--- src/hdl/rtp_pkg.sv ---
`timescale 1ns / 1ps
`default_nettype none

package rtp_pkg;

    // Parse phases of one string.
    localparam logic [2:0] PH_SPACE  = 3'd0;
    localparam logic [2:0] PH_SIGNED = 3'd1;
    localparam logic [2:0] PH_ZERO   = 3'd2;
    localparam logic [2:0] PH_ZERO_X = 3'd3;
    localparam logic [2:0] PH_DIGITS = 3'd4;
    localparam logic [2:0] PH_DONE   = 3'd5;

    // Digit value returned for a byte that is no digit in any base.
    localparam logic [5:0] DIG_NONE = 6'd36;

    // Bases with a meaning of their own.
    localparam logic [5:0] RADIX_AUTO = 6'd0;
    localparam logic [5:0] RADIX_BAD  = 6'd1;
    localparam logic [5:0] RADIX_OCT  = 6'd8;
    localparam logic [5:0] RADIX_DEC  = 6'd10;
    localparam logic [5:0] RADIX_HEX  = 6'd16;
    localparam logic [5:0] RADIX_MAX  = 6'd36;

    // Characters the parser looks for.
    localparam logic [7:0] CH_ZERO  = 8'h30;
    localparam logic [7:0] CH_NINE  = 8'h39;
    localparam logic [7:0] CH_PLUS  = 8'h2B;
    localparam logic [7:0] CH_MINUS = 8'h2D;
    localparam logic [7:0] CH_X_LO  = 8'h78;
    localparam logic [7:0] CH_X_UP  = 8'h58;
    localparam logic [7:0] CH_A_LO  = 8'h61;
    localparam logic [7:0] CH_Z_LO  = 8'h7A;
    localparam logic [7:0] CH_A_UP  = 8'h41;
    localparam logic [7:0] CH_Z_UP  = 8'h5A;
    localparam logic [7:0] CH_SP    = 8'h20;
    localparam logic [7:0] CH_TAB   = 8'h09;
    localparam logic [7:0] CH_CR    = 8'h0D;

    // Configuration register indexes.
    localparam logic REG_RADIX  = 1'b0;
    localparam logic REG_SIGNED = 1'b1;

    // Reset values of the configuration registers.
    localparam logic [5:0] RADIX_RESET  = 6'd10;
    localparam logic       SIGNED_RESET = 1'b1;

    // Saturation limits.
    localparam logic [63:0] LIM_POS      = 64'h7FFF_FFFF_FFFF_FFFF;
    localparam logic [63:0] LIM_NEG      = 64'h8000_0000_0000_0000;
    localparam logic [63:0] LIM_UNSIGNED = 64'hFFFF_FFFF_FFFF_FFFF;

    typedef struct packed {
        logic [5:0] radix_setting;
        logic       signed_mode;
    } t_cfg;

    typedef struct packed {
        logic [2:0]  phase;
        logic [63:0] acc;
        logic        neg;
        logic [5:0]  radix;
        logic        seen;
        logic        sat;
    } t_parse_state;

    typedef struct packed {
        logic [63:0] parsed_value;
        logic        parse_ok;
        logic [12:0] chars_consumed;
        logic        overflowed;
    } t_result;

    // Value of a digit character in bases up to 36.
    function automatic logic [5:0] digit_of(input logic [7:0] c);
        logic [7:0] v;
        v = 8'd0;
        if (c >= CH_ZERO && c <= CH_NINE) begin
            v = c - CH_ZERO;
            return v[5:0];
        end
        if (c >= CH_A_LO && c <= CH_Z_LO) begin
            v = c - CH_A_LO + 8'd10;
            return v[5:0];
        end
        if (c >= CH_A_UP && c <= CH_Z_UP) begin
            v = c - CH_A_UP + 8'd10;
            return v[5:0];
        end
        return DIG_NONE;
    endfunction

    // Space, tab, LF, VT, FF and CR (tab through CR are contiguous).
    function automatic logic is_blank(input logic [7:0] c);
        return (c == CH_SP) || (c >= CH_TAB && c <= CH_CR);
    endfunction

endpackage

`default_nettype wire

--- src/hdl/rtp_ifaces.sv ---
`timescale 1ns / 1ps
`default_nettype none

// One text character per transfer.
interface rtp_char_if;
    logic       valid;
    logic       ready;
    logic [7:0] text_char;
    logic       last_char;

    modport source (output valid, output text_char, output last_char, input ready);
    modport sink (input valid, input text_char, input last_char, output ready);
endinterface

// One parse result per transfer.
interface rtp_result_if;
    logic        valid;
    logic        ready;
    logic [63:0] parsed_value;
    logic        parse_ok;
    logic [12:0] chars_consumed;
    logic        overflowed;

    modport source (output valid, output parsed_value, output parse_ok,
                    output chars_consumed, output overflowed, input ready);
    modport sink (input valid, input parsed_value, input parse_ok,
                  input chars_consumed, input overflowed, output ready);
endinterface

`default_nettype wire

--- src/hdl/rtp_cfg.sv ---
`timescale 1ns / 1ps
`default_nettype none

module rtp_cfg (
    input  wire logic          i_clk,
    input  wire logic          i_rst_n,
    input  wire logic          psel,
    input  wire logic          penable,
    input  wire logic          pwrite,
    input  wire logic [2:0]    paddr,
    input  wire logic [31:0]   pwdata,
    output logic [31:0]        prdata,
    output logic               pready,
    output rtp_pkg::t_cfg      o_cfg
);
    import rtp_pkg::*;

    logic [5:0] r_radix;
    logic       r_signed;
    logic       wr_en;

    assign pready = 1'b1;
    assign wr_en  = psel && penable && pwrite && pready;

    // Register writes complete in the access phase.
    always_ff @(posedge i_clk) begin
        if (!i_rst_n) begin
            r_radix  <= RADIX_RESET;
            r_signed <= SIGNED_RESET;
        end else if (wr_en) begin
            unique case (paddr[2])
                REG_RADIX:  r_radix  <= pwdata[5:0];
                REG_SIGNED: r_signed <= pwdata[0];
                default:    r_radix  <= r_radix;
            endcase
        end
    end

    // Read back the addressed register.
    always_comb begin
        prdata = 32'd0;
        unique case (paddr[2])
            REG_RADIX:  prdata = {26'd0, r_radix};
            REG_SIGNED: prdata = {31'd0, r_signed};
            default:    prdata = 32'd0;
        endcase
    end

    assign o_cfg.radix_setting = r_radix;
    assign o_cfg.signed_mode   = r_signed;

endmodule

`default_nettype wire

--- src/hdl/rtp_in_stage.sv ---
`timescale 1ns / 1ps
`default_nettype none

module rtp_in_stage (
    input  wire logic  i_clk,
    input  wire logic  i_rst_n,
    rtp_char_if.sink   i_char,
    input  wire logic  i_advance,
    output logic       o_valid,
    output logic [7:0] o_text_char,
    output logic       o_last_char
);
    logic       r_valid;
    logic [7:0] r_text_char;
    logic       r_last_char;
    logic       load;

    // The register frees up whenever its item moves on to the parse step.
    assign i_char.ready = !r_valid || i_advance;
    assign load         = i_char.valid && i_char.ready;

    always_ff @(posedge i_clk) begin
        if (!i_rst_n) begin
            r_valid <= 1'b0;
        end else if (i_char.ready) begin
            r_valid <= i_char.valid;
        end
    end

    always_ff @(posedge i_clk) begin
        if (load) begin
            r_text_char <= i_char.text_char;
            r_last_char <= i_char.last_char;
        end
    end

    assign o_valid     = r_valid;
    assign o_text_char = r_text_char;
    assign o_last_char = r_last_char;

endmodule

`default_nettype wire

--- src/hdl/rtp_step.sv ---
`timescale 1ns / 1ps
`default_nettype none

module rtp_step #(
    parameter int MAX_LEN = 4096,
    localparam int POS_W = $clog2(MAX_LEN + 1)
) (
    input  wire rtp_pkg::t_cfg        i_cfg,
    input  wire rtp_pkg::t_parse_state i_state,
    input  wire logic [POS_W-1:0] i_pos,
    input  wire logic [POS_W-1:0] i_end,
    input  wire logic [7:0]       i_text_char,
    input  wire logic             i_last_char,
    output rtp_pkg::t_parse_state o_state,
    output logic [POS_W-1:0]      o_pos,
    output logic [POS_W-1:0]      o_end,
    output rtp_pkg::t_result      o_result
);
    import rtp_pkg::*;

    localparam int EXT_W = POS_W + 13;

    t_parse_state nxt;
    logic [POS_W-1:0] nxt_end;
    logic [POS_W-1:0] pos_inc;
    logic [5:0]  dig;
    logic [5:0]  rad;
    logic        active;
    logic        body;
    logic        take;
    logic [63:0] limit;
    logic [69:0] prod;
    logic [EXT_W-1:0] end_ext;

    assign active  = i_pos < POS_W'(MAX_LEN);
    assign pos_inc = i_pos + POS_W'(1);
    assign dig     = digit_of(i_text_char);

    // One character of the parse: phase decision, then at most one digit
    // folded into the magnitude by a single multiply-add with a limit check.
    always_comb begin
        nxt     = i_state;
        nxt_end = i_end;
        rad     = i_state.radix;
        body    = 1'b0;
        take    = 1'b0;
        limit   = LIM_UNSIGNED;
        prod    = 70'd0;

        if (active) begin
            unique case (i_state.phase)
                PH_SPACE: begin
                    if (is_blank(i_text_char)) begin
                        nxt.phase = PH_SPACE;
                    end else if (i_text_char == CH_PLUS || i_text_char == CH_MINUS) begin
                        nxt.neg   = (i_text_char == CH_MINUS);
                        nxt.phase = PH_SIGNED;
                    end else begin
                        body = 1'b1;
                    end
                end
                PH_SIGNED: begin
                    body = 1'b1;
                end
                PH_ZERO: begin
                    if (i_text_char == CH_X_LO || i_text_char == CH_X_UP) begin
                        nxt.phase = PH_ZERO_X;
                    end else begin
                        rad       = (i_state.radix == RADIX_AUTO) ? RADIX_OCT : i_state.radix;
                        nxt.radix = rad;
                        take      = dig < rad;
                        nxt.phase = take ? PH_DIGITS : PH_DONE;
                    end
                end
                PH_ZERO_X: begin
                    take = dig < RADIX_HEX;
                    if (take) begin
                        rad       = RADIX_HEX;
                        nxt.radix = RADIX_HEX;
                    end
                    nxt.phase = take ? PH_DIGITS : PH_DONE;
                end
                PH_DIGITS: begin
                    take      = dig < rad;
                    nxt.phase = take ? PH_DIGITS : PH_DONE;
                end
                default: begin
                    nxt.phase = i_state.phase;
                end
            endcase

            // First character of the number body, after blanks and sign.
            if (body) begin
                if (i_cfg.radix_setting == RADIX_BAD || i_cfg.radix_setting > RADIX_MAX) begin
                    nxt.phase = PH_DONE;
                end else if (i_text_char == CH_ZERO &&
                             (i_cfg.radix_setting == RADIX_AUTO ||
                              i_cfg.radix_setting == RADIX_HEX)) begin
                    nxt.radix = i_cfg.radix_setting;
                    nxt.seen  = 1'b1;
                    nxt_end   = pos_inc;
                    nxt.acc   = 64'd0;
                    nxt.phase = PH_ZERO;
                end else begin
                    rad = (i_cfg.radix_setting == RADIX_AUTO) ? RADIX_DEC
                                                              : i_cfg.radix_setting;
                    nxt.radix = rad;
                    take      = dig < rad;
                    nxt.phase = take ? PH_DIGITS : PH_DONE;
                end
            end

            // Accumulate one digit, saturating at the limit of the mode.
            if (take) begin
                nxt.seen = 1'b1;
                nxt_end  = pos_inc;
                if (i_cfg.signed_mode) begin
                    limit = nxt.neg ? LIM_NEG : LIM_POS;
                end
                prod = 70'(i_state.acc) * 70'(rad) + 70'(dig);
                if (!i_state.sat && rad >= 6'd2) begin
                    if (prod > 70'(limit)) begin
                        nxt.sat = 1'b1;
                        nxt.acc = limit;
                    end else begin
                        nxt.acc = prod[63:0];
                    end
                end
            end
        end
    end

    assign end_ext = EXT_W'(nxt_end);

    // Result of the string, and a fresh state after its last character.
    always_comb begin
        o_result = '0;
        if (nxt.seen) begin
            o_result.parsed_value   = nxt.neg ? (~nxt.acc + 64'd1) : nxt.acc;
            o_result.parse_ok       = 1'b1;
            o_result.chars_consumed = end_ext[12:0];
            o_result.overflowed     = nxt.sat;
        end

        if (i_last_char) begin
            o_state       = '0;
            o_state.phase = PH_SPACE;
            o_pos         = '0;
            o_end         = '0;
        end else begin
            o_state = nxt;
            o_pos   = active ? pos_inc : i_pos;
            o_end   = nxt_end;
        end
    end

endmodule

`default_nettype wire

--- src/hdl/radix_integer_text_parser_core.sv ---
`timescale 1ns / 1ps
`default_nettype none

// Channel   Dir   Transfer     Payload
// i_char    in    valid&ready  text_char[7:0], last_char
// o_result  out   valid&ready  parsed_value[63:0], parse_ok, chars_consumed[12:0], overflowed
// APB       in    psel&penable&pwrite  reg 0 radix_setting @0x0, reg 1 signed_mode @0x4
//
// One character is taken every cycle unless a character marked last stalls on a
// full result register; a result becomes valid once the last character has passed
// through the input register and then the parse step with its multiply-add, which
// writes the state and result registers.
// Reset is synchronous and active low; no clearing pass is needed after it.
// A full result register stalls only a character marked last; other
// characters keep flowing while the result waits.

module radix_integer_text_parser_core #(
    parameter int MAX_LEN = 4096
) (
    input  wire logic        i_clk,
    input  wire logic        i_rst_n,
    rtp_char_if.sink         i_char,
    rtp_result_if.source     o_result,
    input  wire logic        psel,
    input  wire logic        penable,
    input  wire logic        pwrite,
    input  wire logic [2:0]  paddr,
    input  wire logic [31:0] pwdata,
    output logic [31:0]      prdata,
    output logic             pready
);
    import rtp_pkg::*;

    localparam int POS_W = $clog2(MAX_LEN + 1);

    t_cfg         cfg;
    t_parse_state r_state;
    t_parse_state n_state;
    t_result      r_out;
    t_result      n_out;
    logic [POS_W-1:0] r_pos;
    logic [POS_W-1:0] n_pos;
    logic [POS_W-1:0] r_end;
    logic [POS_W-1:0] n_end;
    logic         r_out_valid;
    logic         in_valid;
    logic [7:0]   in_text_char;
    logic         in_last_char;
    logic         advance;

    rtp_cfg u_cfg (
        .i_clk   (i_clk),
        .i_rst_n (i_rst_n),
        .psel    (psel),
        .penable (penable),
        .pwrite  (pwrite),
        .paddr   (paddr),
        .pwdata  (pwdata),
        .prdata  (prdata),
        .pready  (pready),
        .o_cfg   (cfg)
    );

    rtp_in_stage u_in (
        .i_clk       (i_clk),
        .i_rst_n     (i_rst_n),
        .i_char      (i_char),
        .i_advance   (advance),
        .o_valid     (in_valid),
        .o_text_char (in_text_char),
        .o_last_char (in_last_char)
    );

    rtp_step #(
        .MAX_LEN (MAX_LEN)
    ) u_step (
        .i_cfg       (cfg),
        .i_state     (r_state),
        .i_pos       (r_pos),
        .i_end       (r_end),
        .i_text_char (in_text_char),
        .i_last_char (in_last_char),
        .o_state     (n_state),
        .o_pos       (n_pos),
        .o_end       (n_end),
        .o_result    (n_out)
    );

    // A character moves on unless it closes a string and the result slot is taken.
    assign advance = in_valid && (!in_last_char || !r_out_valid || o_result.ready);

    // Parse state.
    always_ff @(posedge i_clk) begin
        if (!i_rst_n) begin
            r_state <= '{phase: PH_SPACE, default: '0};
            r_pos   <= '0;
            r_end   <= '0;
        end else if (advance) begin
            r_state <= n_state;
            r_pos   <= n_pos;
            r_end   <= n_end;
        end
    end

    // Result register.
    always_ff @(posedge i_clk) begin
        if (!i_rst_n) begin
            r_out_valid <= 1'b0;
        end else if (advance && in_last_char) begin
            r_out_valid <= 1'b1;
        end else if (o_result.ready) begin
            r_out_valid <= 1'b0;
        end
    end

    always_ff @(posedge i_clk) begin
        if (advance && in_last_char) begin
            r_out <= n_out;
        end
    end

    assign o_result.valid          = r_out_valid;
    assign o_result.parsed_value   = r_out.parsed_value;
    assign o_result.parse_ok       = r_out.parse_ok;
    assign o_result.chars_consumed = r_out.chars_consumed;
    assign o_result.overflowed     = r_out.overflowed;

    // A new result appears only after a closing character was parsed.
    a_result_source: assert property (@(posedge i_clk) disable iff (!i_rst_n)
        $rose(r_out_valid) |-> $past(advance && in_last_char))
        else $error("result raised without a closing character");

    // A closing character always leaves a fresh parse state behind.
    a_fresh_state: assert property (@(posedge i_clk) disable iff (!i_rst_n)
        (advance && in_last_char) |=> (r_state.phase == PH_SPACE && r_pos == '0
                                       && r_end == '0 && !r_state.seen))
        else $error("parse state not cleared after end of string");

    // A failed parse reports all-zero fields.
    a_fail_zero: assert property (@(posedge i_clk) disable iff (!i_rst_n)
        (r_out_valid && !r_out.parse_ok) |-> (r_out.parsed_value == 64'd0
                                              && r_out.chars_consumed == 13'd0
                                              && !r_out.overflowed))
        else $error("failed parse with nonzero result fields");

    // A saturated digit string must also have consumed characters.
    a_sat_consumed: assert property (@(posedge i_clk) disable iff (!i_rst_n)
        (r_state.sat) |-> (r_state.seen && r_end != '0))
        else $error("saturation without a digit");

endmodule

`default_nettype wire
--- src/flat_wrapper.sv ---
// flat-port wrapper written by rule: the top's interface ports become plain ports
module radix_integer_text_parser_core_flat import rtp_pkg::*;
#(
    parameter int MAX_LEN = 4096
)
  (i_clk, i_rst_n, psel, penable, pwrite, paddr, pwdata, prdata, pready, i_char_valid, i_char_text_char, i_char_last_char, i_char_ready, o_result_valid, o_result_parsed_value, o_result_parse_ok, o_result_chars_consumed, o_result_overflowed, o_result_ready);
  rtp_char_if i_char_i ();
  rtp_result_if o_result_i ();
  input  wire logic i_clk;
  input  wire logic i_rst_n;
  input  wire logic psel;
  input  wire logic penable;
  input  wire logic pwrite;
  input  wire logic [2:0] paddr;
  input  wire logic [31:0] pwdata;
  output logic [31:0] prdata;
  output logic pready;
  input wire logic [$bits(i_char_i.valid)-1:0] i_char_valid;
  input wire logic [$bits(i_char_i.text_char)-1:0] i_char_text_char;
  input wire logic [$bits(i_char_i.last_char)-1:0] i_char_last_char;
  output wire logic [$bits(i_char_i.ready)-1:0] i_char_ready;
  output wire logic [$bits(o_result_i.valid)-1:0] o_result_valid;
  output wire logic [$bits(o_result_i.parsed_value)-1:0] o_result_parsed_value;
  output wire logic [$bits(o_result_i.parse_ok)-1:0] o_result_parse_ok;
  output wire logic [$bits(o_result_i.chars_consumed)-1:0] o_result_chars_consumed;
  output wire logic [$bits(o_result_i.overflowed)-1:0] o_result_overflowed;
  input wire logic [$bits(o_result_i.ready)-1:0] o_result_ready;
  assign i_char_i.valid = i_char_valid;
  assign i_char_i.text_char = i_char_text_char;
  assign i_char_i.last_char = i_char_last_char;
  assign i_char_ready = i_char_i.ready;
  assign o_result_valid = o_result_i.valid;
  assign o_result_parsed_value = o_result_i.parsed_value;
  assign o_result_parse_ok = o_result_i.parse_ok;
  assign o_result_chars_consumed = o_result_i.chars_consumed;
  assign o_result_overflowed = o_result_i.overflowed;
  assign o_result_i.ready = o_result_ready;
  radix_integer_text_parser_core #(.MAX_LEN(MAX_LEN)) u_core (.i_clk(i_clk), .i_rst_n(i_rst_n), .i_char(i_char_i), .o_result(o_result_i), .psel(psel), .penable(penable), .pwrite(pwrite), .paddr(paddr), .pwdata(pwdata), .prdata(prdata), .pready(pready));
endmodule
--- config.mk ---
export PLATFORM = sky130hd
export DESIGN_NAME = radix_integer_text_parser_core_flat
export DESIGN_NICKNAME = d
export VERILOG_FILES = /design/src/hdl/rtp_pkg.sv /design/src/hdl/rtp_ifaces.sv /design/src/hdl/rtp_cfg.sv /design/src/hdl/rtp_in_stage.sv /design/src/hdl/rtp_step.sv /design/src/hdl/radix_integer_text_parser_core.sv /design/src/flat_wrapper.sv
export SDC_FILE = /design/constraint.sdc
export NUM_CORES = 2
export LEC_CHECK = 0
export CAP_MARGIN = 20
export CORE_MARGIN = 1
export CORE_UTILIZATION = 60
export DETAILED_ROUTE_END_ITERATION = 10
export DONT_BUFFER_PORTS = 1
export PLACE_DENSITY = 0.77
export SLEW_MARGIN = 25
export SYNTH_ARGS = -nofsm -noshare
export SYNTH_HDL_FRONTEND = slang
export SYNTH_HIERARCHICAL = 1
export SYNTH_SLANG_ARGS = --single-unit
--- constraint.sdc ---
create_clock -name i_clk -period 15.1 [get_ports i_clk]
set_input_delay 2.265 -clock i_clk [delete_from_list [all_inputs] [get_ports i_clk]]
set_output_delay 2.265 -clock i_clk [all_outputs]
set_load 0.05 [all_outputs]
==> results.txt <==
Worst Path Arrival: 14.77 ns
R2R Setup Slk: 0.52 ns
RSZ-0062 raised after global routing: no
Adder-Cell Fraction of Synth Area: 0.273
GRT Total Usage: 0.386
die span in x: 223 um
GR Overflow Total: 0
Layout Nets: 4,023
clock period minus worst slack: 14.58 ns
CTS clock-pin slew for the worst setup and hold paths: 0.07 ns
DIE AREA: 0.0498 mm^2
largest fanout on the critical path: 41
Die Span Y: 223 um
Root Buffer Master: clkbuf_16
vias: 27,263
Slew headroom: 0.217
final setup violation count: 0
setup TNS: 0 ns
CP startpoint kind: flip-flop
EDFF count, synth: 88
Initial Util: 0.612
PostCTS Resize Cnt: 0
R2R Path End: u_core/o_result.parsed_value[50]
max-slew violation count: 0
Post-CTS Hold Fix Bufs: 0
multiplexer area fraction after synthesis: 0.0490
yosys warns: 6
period utilization: 0.966
simple-gate portion of the synthesized area: 0.255
DRC: 0
CTS tree: built
Synth cell types: 105
Placed Cells incl. Taps: 4,078
row count: 80
Hold Vio Cnt, Final: 0
Post-Syn Instances: 3,627
Post-Synth XOR/XNOR Area: 0.0269
outcome: finished, final reports clean
HP Start: u_core/r_end[11]
fin worst setup slack: 0.519 ns
Crit Path Class: flip-flop to flip-flop
worst-margin pin slew: 1.16 ns
Fmax: 68.6 MHz
max-cap violation count: 0
Mapped Avg Cell Area: 8.08 um^2
commonest non-fill, non-tap cells in the layout: nand2_1 (574), and2_1 (256), fa_1 (252), nor2_1 (242), ha_1 (237)
Port Buffers: 0
Compound-Gate Fraction of Synth Area: 0.159
I/O pin total: 165
clock buffer count from CTS: 17
Synth Cell Area: 0.0293 mm^2
sequential fraction of the synthesis area: 0.166
Pwr per Cell Area: 44.3 mW/mm^2
Fill cells: 4,185
Place WS: 1.08 ns
Min-Delay Path Class: flip-flop to flip-flop
largest family of logic cells by synthesized area: adder cells
number of global-route vias before repair: 26,730
initial antenna violation count: 3
Sink Count: 199
share of layout cells above drive strength 1: 0.0558
fraction of registers with async set or reset after synthesis: 0
slowest CP cell: o221a_2
routed vias/inst: 6.63
worst r2r path cells: 41
wire per inst: 23.4 um
VDD IR max: 0.0775 mV
total of flip-flops plus latches after synthesis: 199
final design utilization: 0.630
Reg-to-Reg Start: u_core/u_in/o_text_char[0]
Layout Skew: 0.0183 ns
Main synth FF type: dfxtp_1
iteration-0 DRC count of the detailed router: 3,236
hold path depth: 2
first-pass GRT wire length: 150,000 um
fin cells: 4,114
H-tree levels: 4
commonest non-fill, non-tap cell in the layout: nand2_1
Worst Setup SP: u_core/u_in/o_text_char[0]
Slowest Stage Delay on Critical Path: 1.03 ns
largest net degree at the start of global routing: 221
Hold WS: 0.466 ns
TritonRoute pass-1 iters: 6
Hold Path End: u_core/r_end[11]
GP Congestion: 1.00
Setup Buffers After CTS: 0
Req. time, crit path: 15.29 ns
Core ar.: 0.0479 mm^2
Clk Latency, worst-skew pair: 0.45 ns
Longest Clk Path Bufs: 2
Layout area overhead: 3.04%
Leak Pwr: 0.0137 uW
Setup crit end kind: flip-flop
Routed Antenna Nets: 0
Detail Placement HPWL: 73,500 um
final wirelength: 96,100 um
-- synthesized netlist by cell type (37+ instances only) --
| cell | number | share of area |
|---|---|---|
| a21oi_1 | 216 | 0.037 |
| a31oi_1 | 44 | 0.0094 |
| and2_1 | 257 | 0.055 |
| buf_2 | 37 | 0.0063 |
| buf_4 | 41 | 0.010 |
| clkbuf_1 | 153 | 0.020 |
| dfxtp_1 | 111 | 0.076 |
| edfxtp_1 | 88 | 0.090 |
| fa_1 | 252 | 0.17 |
| ha_1 | 237 | 0.10 |
| inv_1 | 219 | 0.028 |
| mux2i_1 | 138 | 0.047 |
| nand2_1 | 575 | 0.074 |
| nand3_1 | 53 | 0.0090 |
| nand4_1 | 65 | 0.014 |
| nor2_1 | 244 | 0.031 |
| nor3_1 | 79 | 0.013 |
| nor4_1 | 42 | 0.0090 |
| o21ai_0 | 139 | 0.024 |
| xnor2_1 | 44 | 0.013 |
| xor2_1 | 46 | 0.014 |
-- cells by family (layout without fill, tap and decap cells) --
family	count (synthesis)	count (layout)
adder cells (fa/ha/maj)	489	489
multiplexers	143	143
AND/OR/NAND/NOR	1513	1513
buffers and inverters	480	324
flip-flops	199	199
AO/OA/AOI/OAI	711	711
XOR/XNOR	90	90
other	2	30
-- layer usage --
metal | GRT usage | routed length, um
met4 | 0.152 | 3520
met2 | 0.620 | 43900
met1 | 0.519 | 39100
met3 | 0.0632 | 9530
met5 | 0 | 9
-- area by class of cell --
type	count	area, um^2	area share
Antenna cell	3	7.51	0.000248
Clock buffer	19	454	0.0150
Clock inverter	13	124	0.00410
Inverter	219	822	0.0272
Multi-Input combinational cell	2973	22600	0.747
Sequential cell	199	4860	0.161
Tap cell	615	769	0.0255
Timing Repair Buffer	73	593	0.0196
-- power breakdown --
group          internal (uW)  leakage, uW  switching, uW
combinational           73.3       0.0116            203
clock                    230     0.000286            236
sequential               569      0.00179           26.5
-- state kept, by name (all words and copies together), names as in the netlist, 6 cells and up --
register and flops:
u_core/r_pos 13, u_core/u_cfg/r_radix 6, u_core/o_result.chars_consumed 13, u_core/o_result.parsed_value 64, u_core/r_end 13, u_core/u_in/o_text_char 8, u_core/r_state 76
-- worst max-delay path: cells and delay by family (launching register included) --
family / cells / cell delay (ns)
compound gates: 17 / 6.01
xor+xnor: 1 / 0.38
fa+ha+maj: 7 / 3.07
buf+inv: 4 / 0.34
flops: 1 / 0.57
simple gates: 12 / 3.96
-- worst max-delay path by stage --
| stage | end | depth (start not counted) |
|---|---|---|
| 3_3_place_gp | u_core/o_result.parsed_value[62] | 41 |
| 2_1_floorplan | u_core/o_result.parsed_value[62] | 45 |
| 3_5_place_dp | u_core/o_result.parsed_value[62] | 41 |
| 5_1_grt | u_core/o_result.parsed_value[62] | 41 |
| 6_report | u_core/o_result.parsed_value[50] | 41 |
| 4_1_cts | u_core/o_result.parsed_value[62] | 41 |
-- metrics by stage --
stage | power, uW | area, um^2
2_1_floorplan | 801 | 29400
3_3_place_gp | 869 | 29600
3_5_place_dp | 873 | 29600
4_1_cts | 1330 | 30200
5_1_grt | 1370 | 30200
6_report | 1340 | 30200
Note: power is estimated with default switching activity, not from simulation.
